**config.mk**
```make
export PLATFORM = sky130hd
export DESIGN_NAME = srm_fifo
export DESIGN_NICKNAME = d
export VERILOG_FILES = /design/src/rtl/core/srm_fifo.sv
export SDC_FILE = /design/constraint.sdc
export NUM_CORES = 1
export LEC_CHECK = 0
export BUFFER_PORTS_ARGS = -buffer_cell sky130_fd_sc_hd__buf_2
export CAP_MARGIN = 20
export CORE_MARGIN = 2
export CORE_UTILIZATION = 45
export CTS_CLUSTER_SIZE = 8
export DETAILED_ROUTE_END_ITERATION = 16
export PLACE_DENSITY = 0.71
export SYNTH_ARGS = -nofsm -noshare
export SYNTH_HDL_FRONTEND = slang
export SYNTH_SLANG_ARGS = --single-unit
```
**constraint.sdc**
```tcl
create_clock -name clk -period 4.41 [get_ports clk]
set_input_delay 0.882 -clock clk [delete_from_list [all_inputs] [get_ports clk]]
set_output_delay 0.882 -clock clk [all_outputs]
set_load 0.02 [all_outputs]
```
**src/rtl/core/srm_fifo.sv**
```systemverilog
`default_nettype none
// ============================================================================
// srm_fifo: small register queue
// Push ignored while full, pop ignored while empty; head shown combinationally.
// ============================================================================
module srm_fifo #(
  parameter int WIDTH = 8,
  parameter int DEPTH = 2
) (
  input  wire logic             clk,
  input  wire logic             rst,
  input  wire logic             push,
  input  wire logic [WIDTH-1:0] wdata,
  input  wire logic             pop,
  output logic      [WIDTH-1:0] rdata,
  output logic                  full,
  output logic                  empty
);

  localparam int PW  = (DEPTH > 1) ? $clog2(DEPTH) : 1;
  localparam int CNW = $clog2(DEPTH + 1);

  logic [WIDTH-1:0] mem [DEPTH];
  logic [PW-1:0]    wr_ptr;
  logic [PW-1:0]    rd_ptr;
  logic [CNW-1:0]   count;
  logic             do_push;
  logic             do_pop;

  function automatic logic [PW-1:0] advance(input logic [PW-1:0] p);
    return (p == PW'(DEPTH - 1)) ? '0 : p + PW'(1);
  endfunction

  assign full    = (count == CNW'(DEPTH));
  assign empty   = (count == '0);
  assign do_push = push && !full;
  assign do_pop  = pop && !empty;
  assign rdata   = mem[rd_ptr];

  always_ff @(posedge clk) begin
    if (rst) begin
      wr_ptr <= '0;
      rd_ptr <= '0;
      count  <= '0;
    end else begin
      if (do_push) begin
        wr_ptr <= advance(wr_ptr);
      end
      if (do_pop) begin
        rd_ptr <= advance(rd_ptr);
      end
      if (do_push && !do_pop) begin
        count <= count + CNW'(1);
      end else if (do_pop && !do_push) begin
        count <= count - CNW'(1);
      end
    end
  end

  always_ff @(posedge clk) begin
    if (do_push) begin
      mem[wr_ptr] <= wdata;
    end
  end

endmodule
`default_nettype wire

```
==> qor.yml <==
fin_crit_sh_pct: 51.0
synth-seq-cells: 21
synth_top_area_share_pct: 60.6
rsz0062_at_grt: "no"
synth_cells: 50
die_w_um: 46.0
cts-root-buf: "clkbuf_4"
cts-htree-levels: 1
antenna_left: 0
grt_max_degree: 12
critPathRequiredTime_ns: 3.53
relSlewSlack_pct: 75.7
max_cap_violations: 0
cts.hold.buffers_added: 0
finClkSkew_ns: 0.00280
start_util_pct: 47.0
power.leakage_nw: 0.378
final_nets: 88
num_rows: 15
final.setup.tns_ns: 0
crit_path_end_kind: "output port"
synth_edf_count: 16
cts_tree: "built"
avgSynthCellArea_um2: 15.9
hpwlAfterDp_um: 861
finalHoldViolCount: 0
status: "finished, final reports clean"
setup_viol: 0
synth-seq-area-share_pct: 73.2
first_global_vias: 448
drtPass1Iterations: 4
syn_to_final_growth_pct: 18.6
cts_inserted_buffers: 3
antenna_found_initial: 0
crit_type: "flop to output port"
ctsResizeCount: 0
vdd_drop_max_v: 0.000325
drc: 0
syn_nets: 63
max_freq_mhz: 444
grt_pass1_wl_um: 1800
synth.area.top_cells: "edfxtp_1 61%, dfxtp_1 13%, mux2_2 11%, xor2_1 3.3%, nor2_1 2.4%"
path_buf_inv: 1
critPathLaunchType: "flop"
wl_per_cell_um: 12.7
slew_viol_final: 0
die-area_mm2: 0.00211
cts.sinks: 21
clk_latency_ns: 0.29
post_cts_buffers: 0
synth_area_um2: 793
cp.arrival_ns: 1.37
antenna_cells: 0
port_buffers: 21
min_path_type: "flop to flop"
synth_cell_types: 13
cp_top_family: "flip-flops"
gp_congestion: 0.646
post-place-ws_ns: 2.35
grt-ovfl-total: 0
setup_ws_ns: 2.16
ios: 22
yosys.cell_count.top_type: "edfxtp_1"
pwr_density_cell_mw_per_mm2: 579
slowest_delay_ns: 0.54
vias: 469
clockBufferDepth: 2
drtIter0Drc: 2
core-area_mm2: 0.00169
whs_ns: 0.505
drive_above_1_share_pct: 44.6
min_period_ns: 2.25
synth_common_cells: "16 x edfxtp_1, 8 x mux2_2, 5 x dfxtp_1, 5 x nor2_1"
crit_chain: "mux2_2, buf_2"
drt-vias-per-instance: 5.15
ys.flop_type: "edfxtp_1"
tightestPinTransition_ns: 0.365
yosysWarnings: 0
routed_wl_um: 1160
async_flop_share_pct: 0
cp_max_fo: 8
cp_slowest_cell: "dfxtp_1"
synth_top_cell_by_area: "edfxtp_1"
die_h_um: 46.0
grt_usage_pct: 13.3
clk_pin_slew_worst_paths_ns: 0.10
totalPowerFinal_w: 0.000544
## per-layer routing
layer	vias up	track usage, %	wire (um)
li1	230	-	-
met1	220	12.9	466
met2	15	22.5	611
met3	4	4.76	50
met4	0	10.3	30
met5	-	0	0
## cell families after synthesis
kind of cell	after synthesis	synth area share (%)
buffers and inverters	3	1.58
adders and majority gates	1	1.58
muxes	8	11.4
xor gates and xnor gates	3	3.31
DFF	21	73.2
AOI/OAI and AO/OA	5	3.15
and+or+nand+nor	9	5.84
## final timing paths
path / from / to / slack (ns) / cells past startpoint
min: wr_ptr / wr_ptr / 0.51 / 2
min reg2reg: wr_ptr / wr_ptr / 0.51 / 2
max: flop / rdata[1] / 2.16 / 2
max reg2reg: count[0] / count[1] / 2.81 / 4
## registers in the layout, summed over array words and instances, names as in the netlist, named ones only
signal	flops
mem	16
count	2
wr_ptr	1
rd_ptr	1
## power breakdown
group / switching [W] / internal (W) / total [W]
combinational: 0.000101 / 0.0000779 / 0.000179
clock: 0.0000515 / 0.0000352 / 0.0000867
sequential: 0.0000265 / 0.000252 / 0.000279
total: 0.000179 / 0.000366 / 0.000544
## cell type report
cell class / instances / area (um2)
fill: 161 / 748
sequential: 21 / 581
multi-input combinational: 26 / 200
timing repair buffer: 21 / 105
clock buffer: 4 / 26.3
tap: 17 / 21.3
inverter: 2 / 7.51
## layout by cell type, fill, tap and decap left out
cell      instances
or3_1             2
o21ai_0           3
mux2_2            8
a21oi_1           2
nor2b_2           1
ha_1              1
clkbuf_4          3
and2_1            1
clkbuf_1          1
nor2_1            5
buf_2            21
edfxtp_1         16
xor2_1            3
inv_1             2
dfxtp_1           5
## through the flow
stage	instance area (um2)	utilization (%)	cells
after detailed placement	915	54.1	87
after global routing	941	55.7	91
after global placement	915	54.1	87
after floorplan	793	-	50
after CTS	941	55.7	91
final	941	55.7	91
## tightest hold or removal path, cell delays in order (launching register included)
cell and delay (ns):
dfxtp_1 0.33, o21ai_0 0.07, a21oi_1 0.07
Note: power is estimated with default switching activity, not from simulation.
