===== src/rtl/core/srm_pkg.sv =====
`default_nettype none
// ============================================================================
// srm_pkg: shared types and constants of the sparse-table range-max engine
// Request and response payloads, the front-to-back command word and the
// back-end sequencer states.
// ============================================================================
package srm_pkg;

  localparam int MAX_ELEMENTS_DEF = 1024;
  localparam int LEVELS_DEF       = 11;
  localparam int VALUE_WIDTH      = 32;
  localparam int IDX_W            = 10;  // width of left / right request fields
  localparam int LVL_W            = 5;   // holds any level number up to 32 levels
  localparam int QUEUE_DEPTH      = 2;

  localparam logic REQ_LOAD  = 1'b0;
  localparam logic REQ_QUERY = 1'b1;

  typedef struct packed {
    logic                          req_type;
    logic signed [VALUE_WIDTH-1:0] value;
    logic                          last;
    logic [IDX_W-1:0]              left;
    logic [IDX_W-1:0]              right;
  } req_t;

  typedef struct packed {
    logic signed [VALUE_WIDTH-1:0] max_value;
    logic                          range_error;
  } rsp_t;

  typedef enum logic [1:0] {
    OP_LOAD,
    OP_QUERY,
    OP_ERROR
  } cmd_op_t;

  typedef struct packed {
    cmd_op_t                       op;
    logic signed [VALUE_WIDTH-1:0] value;
    logic                          last;
    logic [IDX_W-1:0]              idx_a;
    logic [IDX_W-1:0]              idx_b;
    logic [LVL_W-1:0]              level;
  } cmd_t;

  typedef enum logic [2:0] {
    BK_IDLE,
    BK_RDA,
    BK_RDB,
    BK_WR,
    BK_QB,
    BK_QR
  } back_state_t;

endpackage
`default_nettype wire


===== src/rtl/core/srm_front.sv =====
`default_nettype none
// ============================================================================
// srm_front: request classifier
// Tracks load count and build status, sorts each request into load, query or
// error, and precomputes the query level and both table indexes.
// ============================================================================
module srm_front import srm_pkg::*; #(
  parameter int MAX_ELEMENTS = MAX_ELEMENTS_DEF,
  parameter int LEVELS       = LEVELS_DEF
) (
  input  wire logic clk,
  input  wire logic rst,
  input  wire logic push,
  input  wire req_t req,
  input  wire logic cmd_full,
  output logic      cmd_push,
  output cmd_t      cmd
);

  localparam int CW = $clog2(MAX_ELEMENTS + 1);
  localparam int RW = (CW > IDX_W) ? CW : IDX_W;

  logic [CW-1:0]    count;
  logic             built;
  logic [CW-1:0]    base;
  logic [CW-1:0]    count_next;
  logic             accept;
  logic             err;
  logic [IDX_W:0]   len;
  logic [IDX_W:0]   pow;
  logic [LVL_W-1:0] k;

  assign accept   = push && !cmd_full;
  assign cmd_push = accept;

  always_comb begin
    base       = built ? '0 : count;
    count_next = (base == CW'(MAX_ELEMENTS)) ? base : base + CW'(1);

    err = !built || (req.left > req.right) || (RW'(req.right) >= RW'(count));
    len = {1'b0, req.right} - {1'b0, req.left} + (IDX_W + 1)'(1);

    // floor(log2(len)), clamped to the top level
    k = '0;
    for (int b = 1; b <= IDX_W; b++) begin
      if (len[b]) begin
        k = LVL_W'(b);
      end
    end
    if (k > LVL_W'(LEVELS - 1)) begin
      k = LVL_W'(LEVELS - 1);
    end
    pow = (IDX_W + 1)'(1) << k;

    cmd.value = req.value;
    cmd.last  = req.last;
    cmd.idx_a = req.left;
    cmd.idx_b = IDX_W'({1'b0, req.right} + (IDX_W + 1)'(1) - pow);
    cmd.level = k;
    if (req.req_type == REQ_LOAD) begin
      cmd.op = OP_LOAD;
    end else if (err) begin
      cmd.op = OP_ERROR;
    end else begin
      cmd.op = OP_QUERY;
    end
  end

  always_ff @(posedge clk) begin
    if (rst) begin
      count <= '0;
      built <= 1'b0;
    end else if (accept && req.req_type == REQ_LOAD) begin
      count <= count_next;
      built <= req.last;
    end
  end

endmodule
`default_nettype wire


===== config.mk =====
export PLATFORM = sky130hd
export DESIGN_NAME = srm_front
export DESIGN_NICKNAME = d
export VERILOG_FILES = /design/src/rtl/core/srm_pkg.sv /design/src/rtl/core/srm_front.sv
export SDC_FILE = /design/constraint.sdc
export NUM_CORES = 1
export LEC_CHECK = 0
export BUFFER_PORTS_ARGS = -buffer_cell sky130_fd_sc_hd__buf_2
export CAP_MARGIN = 10
export CORE_AREA = 3 3 84 86
export CTS_CLUSTER_DIAMETER = 100
export DETAILED_ROUTE_END_ITERATION = 8
export DIE_AREA = 0 0 87 89
export PLACE_DENSITY_LB_ADDON = 0.2
export SYNTH_ARGS = -nofsm -noshare
export SYNTH_HDL_FRONTEND = slang
export SYNTH_SLANG_ARGS = --single-unit

===== constraint.sdc =====
create_clock -name clk -period 5.3 [get_ports clk]
set_input_delay 0.795 -clock clk [delete_from_list [all_inputs] [get_ports clk]]
set_output_delay 0.795 -clock clk [all_outputs]
set_load 0.05 [all_outputs]

==> results by group <==
Outcome
  – Status: finished with violations
  – Failing checks: setup timing

Placement
  – Placed cells: 521
  – Pre-CTS WS: -0.758 ns
  – Port Buffers: 53
  – Dpl hpwl: 6010 um
  – GPL Wtd Cong: 0.830

Global routing
  – Total grt overflow: 0
  – Initial antenna violation count: 0
  – Largest net degree at the start of global routing: 14
  – First-pass GRT wire length: 11900 um
  – GRT Overall Usage: 19.2%
  – Vias in the first global route: 2651

Routing
  – Routed len/inst: 13.8 um
  – Vias: 2737
  – Drt pass-1 iters: 4
  – Initial drt markers: 107
  – Routed wire length: 7410 um
  – Number of remaining DRC errors: 0
  – Vias per std cell: 5.11
  – DRT antenna net count: 0

Flow run
  – Max-cap viol count: 0

Timing
  – Final setup TNS: -1.01 ns
  – Rel. slew slack: 65.2%
  – Fin crit share: 107%
  – Unrepaired setup endpoints after global routing: true
  – Clk_skew: 0.00220 ns
  – Setup-failing EPs final: 4
  – Max-slew violations: 0
  – Final WS setup: -0.365 ns
  – Fin crit period: 5.66 ns
  – Final hold vios: 0
  – Worst slew pin tran: 0.519 ns
  – Fmax: 0.177 GHz

Final layout
  – Fin nets: 579
  – Layout cells sized above 1: 46.2%
  – Diode count: 0
  – Final Instance Count excl. Fillers: 536
  – Area Growth Syn to Fin: 45.4%
  – Commonest non-fill, non-tap cell in the layout: buf_4
  – Most frequent cells in the layout: buf_4, buf_2, ha_1

Setup path
  – CP Data Required Time: 4.51 ns
  – CP Capture Type: output port
  – Reg-to-Reg End: count[9]
  – Worst Setup Start Kind: input port
  – Crit path kind: in -> out
  – CP max FO: 3
  – Worst Path Arrival: 4.87 ns
  – R2R setup slack: 2.96 ns
  – FF-to-FF Start: built
  – Worst R2R Path Depth: 8

Logic synthesis
  – Synth Area in Simple Gates: 19.9%
  – Post-Syn Nets: 477
  – Xor/xnor cell area share of the yosys netlist: 7.77%
  – Synth Area per Inst: 7.85 um^2
  – Cell count after synthesis: 359
  – Main synth FF type: dfxtp_1
  – Post-Synth Adder-Cell Area: 27.2%
  – #FFs+latches synth: 12
  – Multiplexer share of the synthesized area: 0%
  – Ys async rst share: 0%
  – Syn. warnings: 0
  – Sequential share of the synthesized area: 8.53%
  – Compound-cell area share of the yosys netlist: 18.9%
  – Post-synthesis cell area: 2820 um^2
  – Library cells used by synthesis: 53
  – Largest family of logic cells by synthesized area: adder cells
  – Number of synthesized flops with an enable pin: 0

Die
  – CORE AREA: 6350 um^2
  – Die H: 89 um
  – Row cnt: 29
  – I/O Pins: 119
  – Die Width: 87 um
  – Die area: 7740 um^2
  – Initial Util: 44.4%

Hold path
  – Min-delay src: count[0]
  – Hold path depth: 2
  – Worst Hold Class: reg -> reg
  – Worst Hold End: count[0]

Clock network
  – Clk_lat worst skew: 0.24 ns
  – CTS tree: built
  – CTS sink cnt: 12
  – CTS buffer count: 3
  – CTS Root Buffer Type: clkbuf_8
  – CTS max path bufs: 2
  – Clk slew on worst S/H paths: 0.05 ns
  – H-tree Lvls: 1

Power and ir drop
  – Pleak: 1.89 nW
  – Power per cell area: 217 nW/um^2
  – VDD IR max: 0.260 mV
==> per-stage QoR <==
step	util (%)	power (mW)	hold WS (ns)	area [um^2]
2_1_floorplan	-	0.565	0.481	3000
3_3_place_gp	56.9	0.694	0.496	3610
3_5_place_dp	56.9	0.702	0.505	3610
4_1_cts	61.3	0.856	0.515	3890
5_1_grt	64.5	0.952	0.556	4100
6_report	64.5	0.888	0.510	4100
==> layout make-up <==
cell class	count	area (um^2)
inverter	41	166
clock buffer	3	41.3
timing repair buffer	144	1010
sequential	12	240
fill	549	2250
multi-input combinational	259	2540
tap	77	96.3
==> worst max-delay path by stage <==
stage           start       to  slack (ns)  depth (start not counted)
6_report       req[1]  cmd[14]       -0.36                         24
3_5_place_dp   req[1]  cmd[14]       -0.76                         24
4_1_cts        req[1]  cmd[14]       -0.36                         24
2_1_floorplan  req[1]  cmd[14]       -0.31                         21
5_1_grt        req[1]  cmd[14]       -0.61                         24
3_3_place_gp   req[1]  cmd[14]       -0.64                         24
==> metal layers <==
| metal | global-route usage (%) | share of wire [%] | up-vias | routed length (um) |
|---|---|---|---|---|
| met5 | 0 | 0 | - | 0 |
| met4 | 2.83 | 0.77 | 0 | 57 |
| met3 | 2.76 | 5.6 | 11 | 417 |
| met2 | 32.6 | 48 | 87 | 3560 |
| met1 | 26.2 | 46 | 1241 | 3370 |
| li1 | - | - | 1398 | - |
==> synth_stat cells (all sizes together), types with 2 or more instances <==
master / number / share of area, %
inv: 41 / 5.5
nand3b: 2 / 0.53
nand3: 14 / 2.5
nand4: 6 / 1.3
nor4b: 4 / 1.2
nand2: 21 / 2.8
buf: 44 / 12
a21oi: 20 / 3.8
ha: 58 / 26
or2: 2 / 0.44
or3: 3 / 0.67
a211oi: 5 / 2.1
o21a: 10 / 2.7
dfxtp: 12 / 8.5
o21ai: 9 / 1.9
o211ai: 5 / 1.7
fa: 2 / 1.4
nand2b: 5 / 1.1
nor2: 19 / 2.5
xnor2: 16 / 5.0
clkbuf: 3 / 0.44
o31ai: 2 / 0.53
nor3: 9 / 1.8
nor4: 2 / 0.98
xor2: 9 / 2.8
and2: 2 / 0.44
a21o: 8 / 2.1
nor2b: 9 / 2.0
==> kinds of logic (layout without fill, tap and decap cells) <==
logic type	after synthesis	after routing
buffers and inverters	88	188
and+or+nand+nor	103	103
xor gates and xnor gates	25	25
other	1	1
AOI/OAI and AO/OA	70	70
adders and majority gates	60	60
DFF	12	12
==> worst max-delay path, cell delays in order <==
cell and delay (ns):
buf_12 0.09, inv_12 0.03, ha_4 0.26, inv_2 0.04
ha_4 0.16, fa_2 0.38, a21o_1 0.21, a21oi_2 0.17
xor2_1 0.22, nand4_1 0.19, nor4_4 0.24, and3_1 0.21
ha_2 0.15, inv_2 0.04, ha_4 0.15, fa_2 0.39
a21oi_2 0.15, nor2b_2 0.07, o31ai_2 0.18, buf_4 0.17
a21oi_4 0.06, xnor2_2 0.15, xnor2_2 0.17, buf_6 0.17
==> sequential cells by signal, summed over array words and instances, names as in the netlist <==
name,flops
count,11
built,1
==> power by group <==
group	leakage (nW)	internal [mW]	total [mW]	switching, mW
combinational	1.77	0.330	0.710	0.380
sequential	0.0969	0.0915	0.0932	0.00177
clock	0.0216	0.0501	0.0840	0.0338
==> what timing repair did <==
action	4_1_cts	5_1_grt
gates resized for setup	33	27
buffers inserted	6	6
hold buffers	0	0
endpoints found under the setup margin	6	6
endpoints found under the hold margin	0	0
pin swaps	23	15
Power figures use the tool's default switching activity.
